$ cat src/length_prefixed_unit_deframer_top_defines.svh
// Assertion macros shared by the deframer RTL.
// No dependencies; define ASSERT_OFF to drop all checks.
`ifndef LENGTH_PREFIXED_UNIT_DEFRAMER_TOP_DEFINES_SVH
`define LENGTH_PREFIXED_UNIT_DEFRAMER_TOP_DEFINES_SVH

`ifndef ASSERT_OFF
`define LPUD_ASSERT_IMPL(lbl, clk, rst, ante, cons, msg) \
   lbl: assert property (@(posedge clk) disable iff (rst) (ante) |-> (cons)) else $error(msg);
`define LPUD_ASSERT_NEXT(lbl, clk, rst, ante, cons, msg) \
   lbl: assert property (@(posedge clk) disable iff (rst) (ante) |=> (cons)) else $error(msg);
`else
`define LPUD_ASSERT_IMPL(lbl, clk, rst, ante, cons, msg)
`define LPUD_ASSERT_NEXT(lbl, clk, rst, ante, cons, msg)
`endif

`endif

$ cat src/lpud_pkg.sv
// Types and constants of the length-prefixed unit deframer.
// No dependencies; used by every module of the block.
package lpud_pkg;

   localparam int unsigned BYTE_W    = 8;
   localparam int unsigned ULEN_W    = 25;
   localparam int unsigned LEN_ACC_W = 32;

   localparam logic [ULEN_W-1:0] HARD_LIMIT = 25'h1000000;

   localparam logic [3:0] HDR_LAST_POS = 4'd10;
   localparam logic [3:0] MAGIC_BYTES  = 4'd4;
   localparam logic [3:0] LEN_LAST_POS = 4'd3;

   localparam logic [7:0] VERSION_ONE = 8'h01;
   localparam logic [7:0] CODEC_HEVC  = 8'h02;

   localparam logic [1:0] KIND_HEADER  = 2'd0;
   localparam logic [1:0] KIND_START   = 2'd1;
   localparam logic [1:0] KIND_PAYLOAD = 2'd2;
   localparam logic [1:0] KIND_ERROR   = 2'd3;

   localparam logic [1:0] ERR_MAGIC   = 2'd0;
   localparam logic [1:0] ERR_VERSION = 2'd1;
   localparam logic [1:0] ERR_LENGTH  = 2'd2;

   typedef enum logic [3:0] {
      PH_HEADER  = 4'b0001,
      PH_LENGTH  = 4'b0010,
      PH_PAYLOAD = 4'b0100,
      PH_HALTED  = 4'b1000
   } phase_type;

   typedef struct packed {
      logic              valid;
      logic [1:0]        kind;
      logic [7:0]        out_byte;
      logic [7:0]        codec_id;
      logic              codec_is_hevc;
      logic [15:0]       frame_width;
      logic [15:0]       frame_height;
      logic [7:0]        frame_rate;
      logic [ULEN_W-1:0] unit_length;
      logic [1:0]        fault_code;
      logic              last_of_unit;
   } result_type;

   function automatic logic [7:0] magic_byte(input logic [1:0] idx);
      logic [7:0] val;
      case (idx)
         2'd0:    val = 8'h56;
         2'd1:    val = 8'h43;
         2'd2:    val = 8'h4D;
         2'd3:    val = 8'h44;
         default: val = 8'h00;
      endcase
      return val;
   endfunction

endpackage

$ cat src/lpud_parser.sv
// Stream parser: header check, length assembly and payload count.
// Depends on lpud_pkg and the deframer assertion macros.
`include "length_prefixed_unit_deframer_top_defines.svh"

module lpud_parser (
   input  logic                   clock,
   input  logic                   reset,
   input  logic                   csr_wr_en,
   input  logic [24:0]            csr_wr_data,
   input  logic                   accept,
   input  logic [7:0]             data_byte,
   output lpud_pkg::result_type   res_in
);
   import lpud_pkg::*;

   phase_type              phase_ff, phase_in;
   logic [3:0]             pos_ff, pos_in;
   logic                   magic_ok_ff, magic_ok_in;
   logic [47:0]            hdr_ff, hdr_in;
   logic [LEN_ACC_W-1:0]   remain_ff, remain_in;
   logic [ULEN_W-1:0]      max_len_ff;
   logic [ULEN_W-1:0]      limit;
   logic [LEN_ACC_W-1:0]   len_next;

   assign limit    = (max_len_ff > HARD_LIMIT) ? HARD_LIMIT : max_len_ff;
   assign len_next = {remain_ff[LEN_ACC_W-BYTE_W-1:0], data_byte};

   always_comb begin
      phase_in    = phase_ff;
      pos_in      = pos_ff;
      magic_ok_in = magic_ok_ff;
      hdr_in      = hdr_ff;
      remain_in   = remain_ff;
      res_in      = '0;
      case (phase_ff)
         PH_HEADER: begin
            if (pos_ff < MAGIC_BYTES) begin
               if (data_byte != magic_byte(pos_ff[1:0])) magic_ok_in = 1'b0;
            end else if (pos_ff < HDR_LAST_POS) begin
               hdr_in = {hdr_ff[39:0], data_byte};
            end
            if (pos_ff < HDR_LAST_POS) begin
               pos_in = pos_ff + 4'd1;
            end else if (!magic_ok_ff) begin
               res_in.valid      = 1'b1;
               res_in.kind       = KIND_ERROR;
               res_in.fault_code = ERR_MAGIC;
               phase_in          = PH_HALTED;
            end else if (hdr_ff[47:40] != VERSION_ONE) begin
               res_in.valid      = 1'b1;
               res_in.kind       = KIND_ERROR;
               res_in.fault_code = ERR_VERSION;
               phase_in          = PH_HALTED;
            end else begin
               res_in.valid         = 1'b1;
               res_in.kind          = KIND_HEADER;
               res_in.codec_id      = hdr_ff[39:32];
               res_in.codec_is_hevc = (hdr_ff[39:32] == CODEC_HEVC);
               res_in.frame_width   = hdr_ff[31:16];
               res_in.frame_height  = hdr_ff[15:0];
               res_in.frame_rate    = data_byte;
               phase_in             = PH_LENGTH;
               pos_in               = '0;
               remain_in            = '0;
            end
         end
         PH_LENGTH: begin
            remain_in = len_next;
            if (pos_ff < LEN_LAST_POS) begin
               pos_in = pos_ff + 4'd1;
            end else begin
               pos_in = '0;
               if (len_next == '0 || len_next > {{(LEN_ACC_W-ULEN_W){1'b0}}, limit}) begin
                  res_in.valid      = 1'b1;
                  res_in.kind       = KIND_ERROR;
                  res_in.fault_code = ERR_LENGTH;
                  phase_in          = PH_HALTED;
               end else begin
                  res_in.valid       = 1'b1;
                  res_in.kind        = KIND_START;
                  res_in.unit_length = len_next[ULEN_W-1:0];
                  phase_in           = PH_PAYLOAD;
               end
            end
         end
         PH_PAYLOAD: begin
            res_in.valid    = 1'b1;
            res_in.kind     = KIND_PAYLOAD;
            res_in.out_byte = data_byte;
            if (remain_ff <= 32'd1) begin
               res_in.last_of_unit = 1'b1;
               remain_in           = '0;
               pos_in              = '0;
               phase_in            = PH_LENGTH;
            end else begin
               remain_in = remain_ff - 32'd1;
            end
         end
         PH_HALTED: begin
            phase_in = PH_HALTED;
         end
         default: begin
            phase_in = PH_HALTED;
         end
      endcase
   end

   always_ff @(posedge clock) begin
      if (reset) begin
         phase_ff    <= PH_HEADER;
         pos_ff      <= '0;
         magic_ok_ff <= 1'b1;
         hdr_ff      <= '0;
         remain_ff   <= '0;
      end else if (accept) begin
         phase_ff    <= phase_in;
         pos_ff      <= pos_in;
         magic_ok_ff <= magic_ok_in;
         hdr_ff      <= hdr_in;
         remain_ff   <= remain_in;
      end
   end

   always_ff @(posedge clock) begin
      if (reset) begin
         max_len_ff <= HARD_LIMIT;
      end else if (csr_wr_en) begin
         max_len_ff <= csr_wr_data;
      end
   end

   `LPUD_ASSERT_IMPL(a_halted_silent, clock, reset, phase_ff == PH_HALTED, !res_in.valid, "result while halted")
   `LPUD_ASSERT_NEXT(a_error_halts, clock, reset, accept && res_in.valid && res_in.kind == KIND_ERROR, phase_ff == PH_HALTED, "error did not halt")
   `LPUD_ASSERT_IMPL(a_payload_nonzero, clock, reset, phase_ff == PH_PAYLOAD, remain_ff != '0, "payload phase with zero count")
   `LPUD_ASSERT_NEXT(a_start_loads, clock, reset, accept && res_in.valid && res_in.kind == KIND_START, phase_ff == PH_PAYLOAD && remain_ff[ULEN_W-1:0] == $past(res_in.unit_length), "start code count mismatch")

endmodule

$ cat src/lpud_out_reg.sv
// Result register between parser and the rsp_ channel.
// Depends on lpud_pkg.
module lpud_out_reg (
   input  logic                 clock,
   input  logic                 reset,
   input  logic                 load,
   input  lpud_pkg::result_type res_in,
   input  logic                 rsp_ready,
   output logic                 take_ok,
   output logic                 rsp_valid,
   output lpud_pkg::result_type res_out
);
   import lpud_pkg::*;

   logic       valid_ff;
   result_type data_ff;

   assign take_ok   = !valid_ff || rsp_ready;
   assign rsp_valid = valid_ff;
   assign res_out   = data_ff;

   always_ff @(posedge clock) begin
      if (reset) begin
         valid_ff <= 1'b0;
      end else if (take_ok) begin
         valid_ff <= load && res_in.valid;
      end
   end

   always_ff @(posedge clock) begin
      if (take_ok && load && res_in.valid) begin
         data_ff <= res_in;
      end
   end

endmodule

$ cat src/length_prefixed_unit_deframer_top.sv
// Length-prefixed unit deframer, top level.
// The parser state updates in a single pass; its result is registered
// and shows in the next cycle; one word per cycle unless rsp_ready stalls.
// Reset (synchronous, active high): header phase, limit register 16777216,
// result register empty.
module length_prefixed_unit_deframer_top (
   input  logic        clock,
   input  logic        reset,
   input  logic        csr_wr_en,
   input  logic [24:0] csr_wr_data,
   input  logic        req_valid,
   output logic        req_ready,
   input  logic [7:0]  req_data_byte,
   output logic        rsp_valid,
   input  logic        rsp_ready,
   output logic [1:0]  rsp_kind,
   output logic [7:0]  rsp_out_byte,
   output logic [7:0]  rsp_codec_id,
   output logic        rsp_codec_is_hevc,
   output logic [15:0] rsp_frame_width,
   output logic [15:0] rsp_frame_height,
   output logic [7:0]  rsp_frame_rate,
   output logic [24:0] rsp_unit_length,
   output logic [1:0]  rsp_fault_code,
   output logic        rsp_last_of_unit
);
   import lpud_pkg::*;

   result_type res_in;
   result_type res_out;
   logic       accept;
   logic       take_ok;

   assign req_ready = take_ok;
   assign accept    = req_valid && take_ok;

   lpud_parser u_parser (
      .clock       (clock),
      .reset       (reset),
      .csr_wr_en   (csr_wr_en),
      .csr_wr_data (csr_wr_data),
      .accept      (accept),
      .data_byte   (req_data_byte),
      .res_in      (res_in)
   );

   lpud_out_reg u_out_reg (
      .clock     (clock),
      .reset     (reset),
      .load      (accept),
      .res_in    (res_in),
      .rsp_ready (rsp_ready),
      .take_ok   (take_ok),
      .rsp_valid (rsp_valid),
      .res_out   (res_out)
   );

   assign rsp_kind          = res_out.kind;
   assign rsp_out_byte      = res_out.out_byte;
   assign rsp_codec_id      = res_out.codec_id;
   assign rsp_codec_is_hevc = res_out.codec_is_hevc;
   assign rsp_frame_width   = res_out.frame_width;
   assign rsp_frame_height  = res_out.frame_height;
   assign rsp_frame_rate    = res_out.frame_rate;
   assign rsp_unit_length   = res_out.unit_length;
   assign rsp_fault_code    = res_out.fault_code;
   assign rsp_last_of_unit  = res_out.last_of_unit;

endmodule
$ cat config.mk
export PLATFORM = sky130hd
export DESIGN_NAME = length_prefixed_unit_deframer_top
export DESIGN_NICKNAME = d
export VERILOG_FILES = /design/src/lpud_pkg.sv /design/src/lpud_parser.sv /design/src/lpud_out_reg.sv /design/src/length_prefixed_unit_deframer_top.sv
export VERILOG_INCLUDE_DIRS = /design/src /design/src/src
export SDC_FILE = /design/constraint.sdc
export NUM_CORES = 1
export LEC_CHECK = 0
export BUFFER_PORTS_ARGS = -buffer_cell sky130_fd_sc_hd__buf_4
export CORE_MARGIN = 2
export CORE_UTILIZATION = 50
export DETAILED_ROUTE_END_ITERATION = 16
export PLACE_DENSITY = 0.79
export SETUP_SLACK_MARGIN = 0.2
export SKIP_CTS_REPAIR_TIMING = 1
export SLEW_MARGIN = 20
export SYNTH_ARGS = -nofsm -noshare
export SYNTH_HDL_FRONTEND = slang
export SYNTH_SLANG_ARGS = --single-unit
$ cat constraint.sdc
create_clock -name clock -period 9.95 [get_ports clock]
set_clock_uncertainty 0.05 [all_clocks]
set_input_delay 0.4975 -clock clock [delete_from_list [all_inputs] [get_ports clock]]
set_output_delay 0.4975 -clock clock [all_outputs]
set_load 0.01 [all_outputs]
==> metrics.md, run 1 <==
| Metric | Value |
|---|---|
| Clk_lat worst skew | roughly 500 ps |
| Setup slack, reg-to-reg | between 5000 and 6000 ps |
| FMAX | 252 MHz |
| Yosys top cell area share | 28.3% |
| Area after DPL | 10,300 µm² |
| Final period utilization | 40.0% |
| Clock Power Share | 44.1% |
| Leak | 4.24 nW |
| TritonCTS clock tree | done |
| Die ar. | 19,500 µm² |
| DP Cell Count | 1,243 |
| Starting DRT DRC Count | ~600 |
| Final hold slack | roughly 180 ps |
| Via count | 7,417 |
| Worst-Margin Slew | 1190 ps |
| Post-layout instance area | between 10,000 and 15,000 µm² |
| Net count, final | 1,108 |
| # IOs | around 130 |
| Grt ovf | 0 |
| R2R Path End | u_out_reg.res_out[8]$_SDFFCE_PP0P_ |
| Sw Ratio | 22.3% |
| First-pass GRT wire length | roughly 36,000 µm |
| HPWL Detailed | 15,500 µm |
| Min cycle time layout | 3980 ps |
| Logic gate share of total power | 6.5% |
| Startpoint types | flop |
| GRT Util Overall | between 20% and 30% |
| RSZ-0062 raised after global routing | false |
| # rows | 49 |
| Hold WC Path Type | input port to flop |
| Layout cells sized above 1 | approximately 17% |
| Root buf cell | clkbuf_16 |
| Synthesized flop and latch total | 202 |
| Vias in the first global route | 6,898 |
| Die Y | 140 µm |
| Input/output buffers | 126 |
| Synthesized Nets | about 1,000 |
| Final hold vios | 0 |
| R2R depth | 12 |
| Peak VDD IR | 0.132 mV |
| Int Pwr | approximately 0.0014 W |
| Cts bufs inserted | 22 |
| R2R Path Start | u_parser.max_len_ff[3]$_SDFFE_PP0P_ |
| CP cell instances | nor4_1 -> nand4_1 -> o21ai_1 -> nand2_1 -> ha_1 -> nand4_1 -> or4_1 -> nor3_1 -> nor3_1 -> a211oi_2 -> buf_4 -> and2_1 |
| Post-Layout Cell Count | 1,282 |
| Setup tns final | 0 ps |
| Commonest cells after routing, fill and taps aside | nand2_1, buf_4, dfxtp_1 |
| Distinct cells, synth | 71 |
| DRC | 0 |
| Fillers | 1,521 |
| H-tree levels | 1 |
| Final core occ | 61.2% |
| Seq pwr share | 49.4% |
| Critical Path Fanout Max | 26 |
| CP max-delay cell | o21ai_1 |
| Sequential area share after synthesis | between 50% and 60% |
| DR vias/cell | just under 6 |
| # Max-Cap Violations | 0 |
| Cell taking the most area after synthesis | edfxtp_1 |
| Synth async-reset ratio | 0% |
| Crit path from | u_parser.max_len_ff[3]$_SDFFE_PP0P_ |
| TritonCTS Sinks | 202 |
| Largest net degree at the start of global routing | 89 |
| Area delta synth->final | 19.7% |
| Setup crit end kind | flop |
| Post-Synthesis Cells | ~930 |
| Required @ worst endpoint | 10,260 ps |
| Final wirelength | ~23,000 µm |
| Synth Flop Type | dfxtp_1 |
| Setup-failing EPs final | 0 |
| Max incr delay on CP | 770 ps |
| TritonRoute pass-1 iters | 6 |
| Initial Util | 51.1% |
| Cells taking the most area after synthesis | edfxtp_1, dfxtp_1, nand2_1 |
| Switching power | 0.000399 W |
| # diodes | 0 |
| Post-route ant nets | 0 |
| Pwr dens | 162 nW/µm² |
| CTS Buffer Depth | 3 |
| Status | finished, final reports clean |
| Routability congestion estimate | 0.931 |
| Post-Syn Area per Cell | 9.87 µm² |
| Crit Path Category | flop to flop |
| Leading cell type in the layout, fill and taps excluded | nand2_1 |
| Synth warnings | 0 |
| Syn Std Cell Area | 9220 µm² |
| Initial antenna violation count | 0 |
| Core area | 18,000 µm² |
| Clk pin slew, worst setup/hold paths | 50 ps |
| WL per Instance | 17.7 µm |
| Max_slew headroom | 19.7% |
| Critical Path AT | ~4300 ps |
| Final Max Tran Viols | 0 |
| Post-synth EDFFs | 87 |
| CP endpoint | u_out_reg.res_out[8]$_SDFFCE_PP0P_ |
| Die Span X | 140 µm |
==> routing by layer <==
layer | global-route usage [%] | routed length, µm | vias to the layer above
li1 | - | - | 3578
met2 | 34.9 | 10200 | 313
met4 | 6.32 | 402 | 0
met5 | 0 | 0 | -
met3 | 3.51 | 1910 | 36
met1 | 32.7 | 10100 | 3490
==> synth_stat cells (all sizes together) (10+ instances only) <==
| library cell | n |
|---|---|
| a21oi | 88 |
| and2 | 80 |
| buf | 19 |
| clkbuf | 35 |
| dfxtp | 115 |
| edfxtp | 87 |
| ha | 32 |
| inv | 10 |
| mux2i | 24 |
| nand2 | 156 |
| nand3 | 16 |
| nand4 | 10 |
| nor2 | 57 |
| nor3 | 35 |
| nor4 | 17 |
| o211ai | 10 |
| o21ai | 24 |
| xnor2 | 14 |
==> cell families after synthesis <==
kind of cell / after synthesis / share of synthesized area (%)
adder cells (fa/ha/maj): 32 / 4.34
XOR/XNOR: 18 / 1.71
flip-flops: 202 / 53.3
buffers and inverters: 65 / 2.93
AND/OR/NAND/NOR: 407 / 22.1
multiplexers: 24 / 2.61
AO/OA/AOI/OAI: 186 / 13.0
==> registers in the layout, summed over array words and instances (netlist names) <==
name                  cells
u_out_reg.res_out        87
u_parser.hdr_ff          48
u_parser.remain_ff       32
u_parser.max_len_ff      25
u_parser.phase_ff         4
u_parser.pos_ff           4
u_out_reg.rsp_valid       1
u_parser.magic_ok_ff      1
==> worst max-delay path: cells and delay by family, from the launching register on <==
kind / cells / cell delay (ps)
and+or+nand+nor: 8 / 1820
AOI/OAI and AO/OA: 2 / 990
adders and majority gates: 1 / 360
buffers and inverters: 1 / 270
DFF: 1 / 320
==> per-stage QoR <==
stage,total power [W],worst slack (ps)
after floorplan,0.000977,1350
after global placement,0.00101,6100
after detailed placement,0.00102,5980
after CTS,0.00180,5950
after global routing,0.00185,5540
final,0.00179,5970
==> worst min-delay path by stage <==
stage                                           from                                    to  depth (start not counted)
floorplan           u_parser.hdr_ff[40]$_SDFFE_PP0P_      u_parser.hdr_ff[40]$_SDFFE_PP0P_                          2
global placement    u_parser.hdr_ff[47]$_SDFFE_PP0P_      u_parser.hdr_ff[47]$_SDFFE_PP0P_                          2
detailed placement  u_parser.hdr_ff[47]$_SDFFE_PP0P_      u_parser.hdr_ff[47]$_SDFFE_PP0P_                          2
CTS                                  csr_wr_data[24]  u_parser.max_len_ff[24]$_SDFFE_PP1P_                          3
global route                         csr_wr_data[24]  u_parser.max_len_ff[24]$_SDFFE_PP1P_                          3
finish                               csr_wr_data[24]  u_parser.max_len_ff[24]$_SDFFE_PP1P_                          3
==> power by group through the flow <==
stage,registers (W),clock network (W),logic (W)
detailed placement,0.000902,0,0.000114
finish,0.000885,0.000790,0.000117
CTS,0.000885,0.000802,0.000115
floorplan,0.000897,0,0.0000805
global route,0.000887,0.000836,0.000130
global placement,0.000901,0,0.000112
==> cell type report <==
| cell class | instances | area [µm²] | area share (%) |
|---|---|---|---|
| Sequential cell | 202 | 4910 | 44.5 |
| Tap cell | 229 | 287 | 2.60 |
| Timing Repair Buffer | 134 | 1010 | 9.15 |
| Multi-Input combinational cell | 667 | 4080 | 37.0 |
| Clock buffer | 32 | 608 | 5.51 |
| Inverter | 11 | 41.3 | 0.374 |
| Clock inverter | 7 | 96.3 | 0.873 |
No activity file was read; power rests on OpenSTA's default activity.
==> run 2, diff against run 1 <==
--- a/config.mk
+++ b/config.mk
@@ -10,7 +10,7 @@
 export CORE_MARGIN = 2
 export CORE_UTILIZATION = 50
 export DETAILED_ROUTE_END_ITERATION = 16
-export PLACE_DENSITY = 0.79
+export PLACE_DENSITY = 0.82
 export SETUP_SLACK_MARGIN = 0.2
 export SKIP_CTS_REPAIR_TIMING = 1
 export SLEW_MARGIN = 20
==> constraint.sdc (replaced) <==
create_clock -name clock -period 3.5 [get_ports clock]
set_clock_uncertainty 0.05 [all_clocks]
set_input_delay 0.175 -clock clock [delete_from_list [all_inputs] [get_ports clock]]
set_output_delay 0.175 -clock clock [all_outputs]
set_load 0.01 [all_outputs]
==> metrics.md, run 2 (synthesized netlist as in run 1, its figures left out) <==
| Metric | Value |
|---|---|
| Status | finished, final reports clean |
| Hold WC Path Type | input port to flop |
| Clk pin slew, worst setup/hold paths | 60 ps |
| Die Span X | 140 µm |
| Root buf cell | clkbuf_16 |
| Final Max Tran Viols | 0 |
| GRT Util Overall | 23.3% |
| DRC | 0 |
| Input/output buffers | 126 |
| # Max-Cap Violations | 0 |
| Core area | 18,000 µm² |
| # diodes | 0 |
| Critical Path Fanout Max | 7 |
| H-tree levels | 1 |
| Final wirelength | 25,100 µm |
| Metal-1 WL | between 10,000 and 15,000 µm |
| Die ar. | 19,500 µm² |
| Clk_lat worst skew | 500 ps |
| Startpoint types | flop |
| Leading cell type in the layout, fill and taps excluded | nand2_1 |
| Via count | 7,796 |
| R2R depth | 14 |
| CTS Buffer Depth | 3 |
| Critical Path AT | around 3700 ps |
| First-pass GRT wire length | 37,400 µm |
| Met3 WL | 2120 µm |
| HPWL Detailed | around 16,000 µm |
| # IOs | 127 |
| Post-route ant nets | 0 |
| WL per Instance | 18.8 µm |
| Setup crit end kind | flop |
| RSZ-0062 raised after global routing | true |
| Net count, final | 1,161 |
| Starting DRT DRC Count | between 700 and 800 |
| Cts bufs inserted | 21 |
| Grt ovf | 0 |
| Initial Util | between 50% and 60% |
| # rows | 49 |
| Commonest cells after routing, fill and taps aside | nand2_1, buf_4, dfxtp_1 |
| Initial antenna violation count | 0 |
| TritonCTS clock tree | done |
| DR vias/cell | 5.84 |
| FMAX | roughly 290 MHz |
| Worst-Margin Slew | 1200 ps |
| Leak | 4.53 nW |
| Layout cells sized above 1 | between 20% and 30% |
| TritonRoute pass-1 iters | 7 |
| Routability congestion estimate | 0.920 |
| TritonCTS Sinks | 202 |
| Peak VDD IR | 0.349 mV |
| Setup tns final | 0 ps |
| Post-Layout Cell Count | 1,335 |
| Largest net degree at the start of global routing | 63 |
| Max_slew headroom | between 15 and 20% |
| DP Cell Count | 1,256 |
| Final hold vios | 0 |
| Pwr dens | 428 nW/µm² |
| Number of flip-flops in the largest register | 87 |
| Detail Route met2 WL | 12,100 µm |
| Die Y | 140 µm |
| Min cycle time layout | 3420 ps |
| Area delta synth->final | 28.1% |
| Vias in the first global route | 7,275 |
| Setup-failing EPs final | 0 |
| Required @ worst endpoint | between 3000 and 4000 ps |
| Hold path depth | 2 |
| Final period utilization | 97.8% |
| Crit Path Category | flop to flop |
| Highest Signal Layer | met4 |
==> run 2: changes by cell type in the layout (fill, tap and decap cells not counted), sizes merged <==
| cell | before | now |
|---|---|---|
| dlygate4sd3 | 0 | 34 |
| buf | 134 | 152 |
| clkbuf | 32 | 35 |
| bufinv | 2 | 0 |
| clkinv | 6 | 5 |
| inv | 10 | 11 |
==> run 2: final timing paths <==
check                                 startpoint                                   to  slack, ps
max reg2reg  u_parser.max_len_ff[6]$_SDFFE_PP0P_  u_out_reg.res_out[11]$_SDFFCE_PP0P_         80
min                                        reset  u_parser.remain_ff[15]$_SDFFE_PP0P_         20
max          u_parser.max_len_ff[6]$_SDFFE_PP0P_  u_out_reg.res_out[11]$_SDFFCE_PP0P_         80
min reg2reg     u_parser.hdr_ff[42]$_SDFFE_PP0P_     u_parser.hdr_ff[42]$_SDFFE_PP0P_        410
==> run 2: report_power, final <==
group | switching [W] | total (W) | leakage (nW) | internal (W)
Clock | 0.000906 | 0.00213 | 0.320 | 0.00122
Sequential | 0.0000492 | 0.00252 | 1.74 | 0.00247
Combinational | 0.000221 | 0.000400 | 2.47 | 0.000180
==> run 2: per-stage QoR <==
stage / util [%] / instance area [µm²] / setup WS (ps) / power [W] / hold WS, ps
6_report: 65.5 / 11800 / 75.9 / 0.00505 / 19.4
5_1_grt: 65.5 / 11800 / -43.8 / 0.00521 / 43.2
4_1_cts: 61.7 / 11100 / 53.7 / 0.00500 / -146
3_5_place_dp: 58.1 / 10500 / 87.9 / 0.00290 / 366
3_3_place_gp: 58.1 / 10500 / 163 / 0.00289 / 351
2_1_floorplan: - / 9270 / -424 / 0.00280 / 255
==> run 2: metal layers <==
| metal | up-vias | GRT usage, % |
|---|---|---|
| li1 | 3673 | - |
| met4 | 0 | 6.16 |
| met5 | - | 0 |
| met2 | 354 | 37.0 |
| met3 | 49 | 5.06 |
| met1 | 3720 | 32.4 |
==> run 2: cell type report <==
cell class | instances | area, µm²
repair buffers | 188 | 1590
multi-input cells | 667 | 4320
well taps | 229 | 287
fillers | 1403 | 6220
clock inverters | 5 | 27.5
flip-flops and latches | 202 | 4920
inverters | 11 | 41.3
clock buffers | 33 | 622
==> run 2: critical path: stages (launching register included) <==
cell and delay (ps):
dfxtp_4 360, nor4_4 300, nand4_1 140, o21ai_2 260, buf_6 170, nand2_2 80
ha_4 270, nand4_1 150, or4_4 560, nor3_4 170, o22ai_2 120, a211oi_4 180
buf_6 180, buf_12 140, and2_4 140
==> run 3, diff against run 2 <==
--- a/config.mk
+++ b/config.mk
@@ -7,10 +7,12 @@
 export NUM_CORES = 1
 export LEC_CHECK = 0
 export BUFFER_PORTS_ARGS = -buffer_cell sky130_fd_sc_hd__buf_4
+export CELL_PAD_IN_SITES_DETAIL_PLACEMENT = 1
+export CELL_PAD_IN_SITES_GLOBAL_PLACEMENT = 1
 export CORE_MARGIN = 2
-export CORE_UTILIZATION = 50
+export CORE_UTILIZATION = 48
 export DETAILED_ROUTE_END_ITERATION = 16
-export PLACE_DENSITY = 0.82
+export PLACE_DENSITY = 0.93
 export SETUP_SLACK_MARGIN = 0.2
 export SKIP_CTS_REPAIR_TIMING = 1
 export SLEW_MARGIN = 20
==> constraint.sdc (replaced) <==
create_clock -name clock -period 4.09 [get_ports clock]
set_clock_uncertainty 0.05 [all_clocks]
set_input_delay 0.2045 -clock clock [delete_from_list [all_inputs] [get_ports clock]]
set_output_delay 0.2045 -clock clock [all_outputs]
set_load 0.01 [all_outputs]
==> metrics.md, run 3 (synthesized netlist as in run 1, its figures left out) <==
| Metric | Value |
|---|---|
| Vias in the first global route | around 8,500 |
| Required @ worst endpoint | 4410 ps |
| Final Max Tran Viols | 0 |
| Initial Util | 49.1% |
| Crit Path Category | flop to flop |
| Input/output buffers | 126 |
| WHS Endpoint | u_out_reg.rsp_valid$_SDFFE_PP0N_ |
| GRT Util Overall | 29.3% |
| Max_slew headroom | about a third |
| Final hold vios | 1 |
| Failing checks | negative hold slack |
| Final hold slack | -20.5 ps |
| Area delta synth->final | 24.3% |
| CP bufs+invs | 2 |
| Area after DPL | ~10,000 µm² |
| Via count | ~8,200 |
| Initial antenna violation count | 0 |
| RSZ-0062 raised after global routing | false |
| # Max-Cap Violations | 0 |
| Post-route ant nets | 0 |
| Commonest cells after routing, fill and taps aside | nand2_1, buf_4, dfxtp_1 |
| Die Span X | 143 µm |
| TritonRoute pass-1 iters | 5 |
| Routability congestion estimate | 0.898 |
| R2R Path Start | u_parser.max_len_ff[2]$_SDFFE_PP0P_ |
| Starting DRT DRC Count | roughly 760 |
| Max incr delay on CP | between 400 and 500 ps |
| # diodes | 0 |
| Post-layout instance area | 11,500 µm² |
| Setup-failing EPs final | 0 |
| Die ar. | 20,300 µm² |
| Pwr dens | around 410 nW/µm² |
| Worst min-delay path startpoint | rsp_ready |
| Number of flip-flops in the largest register | between 80 and 90 |
| # IOs | 127 |
| CP cell instances | nor4_1 -> nand4_1 -> o21ai_2 -> buf_4 -> nand2_1 -> ha_1 -> nand4_1 -> or4_1 -> nor3_1 -> nor3_1 -> a211oi_2 -> buf_6 -> and2_1 |
| Final wirelength | slightly above 30,000 µm |
| Setup crit end kind | flop |
| TritonCTS Sinks | approximately 200 |
| CP max-delay cell | or4_1 |
| Root buf cell | clkbuf_16 |
| CP top delay family | simple AND/OR/NAND/NOR gates |
| Int Pwr | 0.00352 W |
| Critical Path AT | 4000 ps |
| Startpoint types | flop |
| DRC | 0 |
| Worst-Margin Slew | between 900 and 1000 ps |
| Leading cell type in the layout, fill and taps excluded | nand2_1 |
| Status | finished, violations left |
| Largest net degree at the start of global routing | a little under 90 |
| Hold WC Path Type | input port to flop |
| Clk pin slew, worst setup/hold paths | roughly 70 ps |
| TritonCTS clock tree | done |
| Net count, final | between 1,000 and 1,500 |
| DP Cell Count | 1,253 |
| Post-Layout Cell Count | 1,321 |
| Hold path depth | 3 |
| Setup tns final | 0 ps |
| CTS Buffer Depth | 3 |
| WL per Instance | 23.4 µm |
| # rows | 50 |
| Seq pwr share | 46.4% |
| Cts bufs inserted | 22 |
| Critical Path Fanout Max | 26 |
| Leak | around 4.4 nW |
| Switching power | 0.00113 W |
| H-tree levels | 1 |
| Final period utilization | 89.8% |
| Min cycle time layout | roughly 3700 ps |
| HPWL Detailed | 19,200 µm |
| Die Y | 143 µm |
| Overall power | roughly 0.0046 W |
| Sw Ratio | around a quarter |
| Grt ovf | 0 |
| Logic gate share of total power | 7.4% |
| FMAX | 272 MHz |
| Peak VDD IR | about 0.24 mV |
| Core area | between 15,000 and 20,000 µm² |
| R2R Path End | u_out_reg.res_out[15]$_SDFFCE_PP0P_ |
| DR vias/cell | 6.21 |
| R2R depth | 13 |
| Setup slack, reg-to-reg | 420 ps |
| First-pass GRT wire length | 46,500 µm |
| Clk_lat worst skew | 530 ps |
| Layout cells sized above 1 | between 15 and 20% |
| Clock Power Share | between 40 and 50% |
==> run 3: cell types whose count changed in the layout (fill, tap and decap cells not counted), moves of 4 or more <==
| cell | change |
|---|---|
| bufinv_16 | +4 |
| dfxtp_1 | +4 |
| and2_1 | +7 |
| dlygate4sd3_1 | -5 |
| buf_6 | -4 |
| buf_4 | -7 |
| ha_1 | +9 |
| nand2_1 | +6 |
| ha_4 | -9 |
| and2_4 | -7 |
| nand2_2 | -6 |
| clkbuf_1 | -5 |
==> run 3: layout make-up <==
| class | instances | area, µm² |
|---|---|---|
| fillers | 2052 | 7310 |
| well taps | 234 | 293 |
| flip-flops and latches | 202 | 4920 |
| clock inverters | 13 | 191 |
| multi-input cells | 667 | 4090 |
| inverters | 11 | 41.3 |
| repair buffers | 168 | 1350 |
| clock buffers | 26 | 576 |
==> run 3: tightest hold or removal path: cells and delay by family <==
kind | cells | cell delay (ps)
buffers and inverters | 1 | 80
AOI/OAI and AO/OA | 1 | 180
and+or+nand+nor | 1 | 50
==> run 3: power groups by stage <==
stage	combinational (W)	sequential [W]	clock (W)
after floorplan	0.000209	0.00218	0
after global placement	0.000279	0.00219	0
after detailed placement	0.000297	0.00220	0
after CTS	0.000310	0.00215	0.00216
after global routing	0.000367	0.00216	0.00224
final	0.000345	0.00216	0.00215
==> run 3: worst max-delay path by stage <==
stage	start	to	slack (ps)	cells past startpoint
finish	u_parser.max_len_ff[2]$_SDFFE_PP0P_	u_out_reg.res_out[15]$_SDFFCE_PP0P_	420	13
detailed placement	u_parser.max_len_ff[2]$_SDFFE_PP0P_	u_out_reg.res_out[19]$_SDFFCE_PP0P_	270	13
global route	u_parser.max_len_ff[2]$_SDFFE_PP0P_	u_out_reg.res_out[18]$_SDFFCE_PP0P_	200	13
CTS	u_parser.max_len_ff[2]$_SDFFE_PP0P_	u_out_reg.res_out[15]$_SDFFCE_PP0P_	220	13
floorplan	u_parser.phase_ff[2]$_SDFFE_PP0P_	u_out_reg.res_out[0]$_SDFFCE_PN0P_	170	4
global placement	u_parser.max_len_ff[3]$_SDFFE_PP0P_	u_out_reg.res_out[17]$_SDFFCE_PP0P_	540	13
==> run 3: metrics by stage <==
| step | worst slack, ps | util [%] |
|---|---|---|
| finish | 415 | 61.1 |
| global route | 204 | 61.1 |
| CTS | 225 | 59.4 |
| detailed placement | 266 | 55.3 |
| global placement | 545 | 55.3 |
| floorplan | 165 | - |
==> run 3: routing by layer <==
layer / wire length (µm) / up-vias / global-route usage [%] / part of all wire, %
met5: 0 / - / 0.501 / 0
met4: 1410 / 0 / 13.1 / 4.5
met3: 2300 / 130 / 5.52 / 7.4
met2: 15000 / 417 / 49.5 / 48
met1: 12200 / 4016 / 36.5 / 40
li1: - / 3634 / - / -
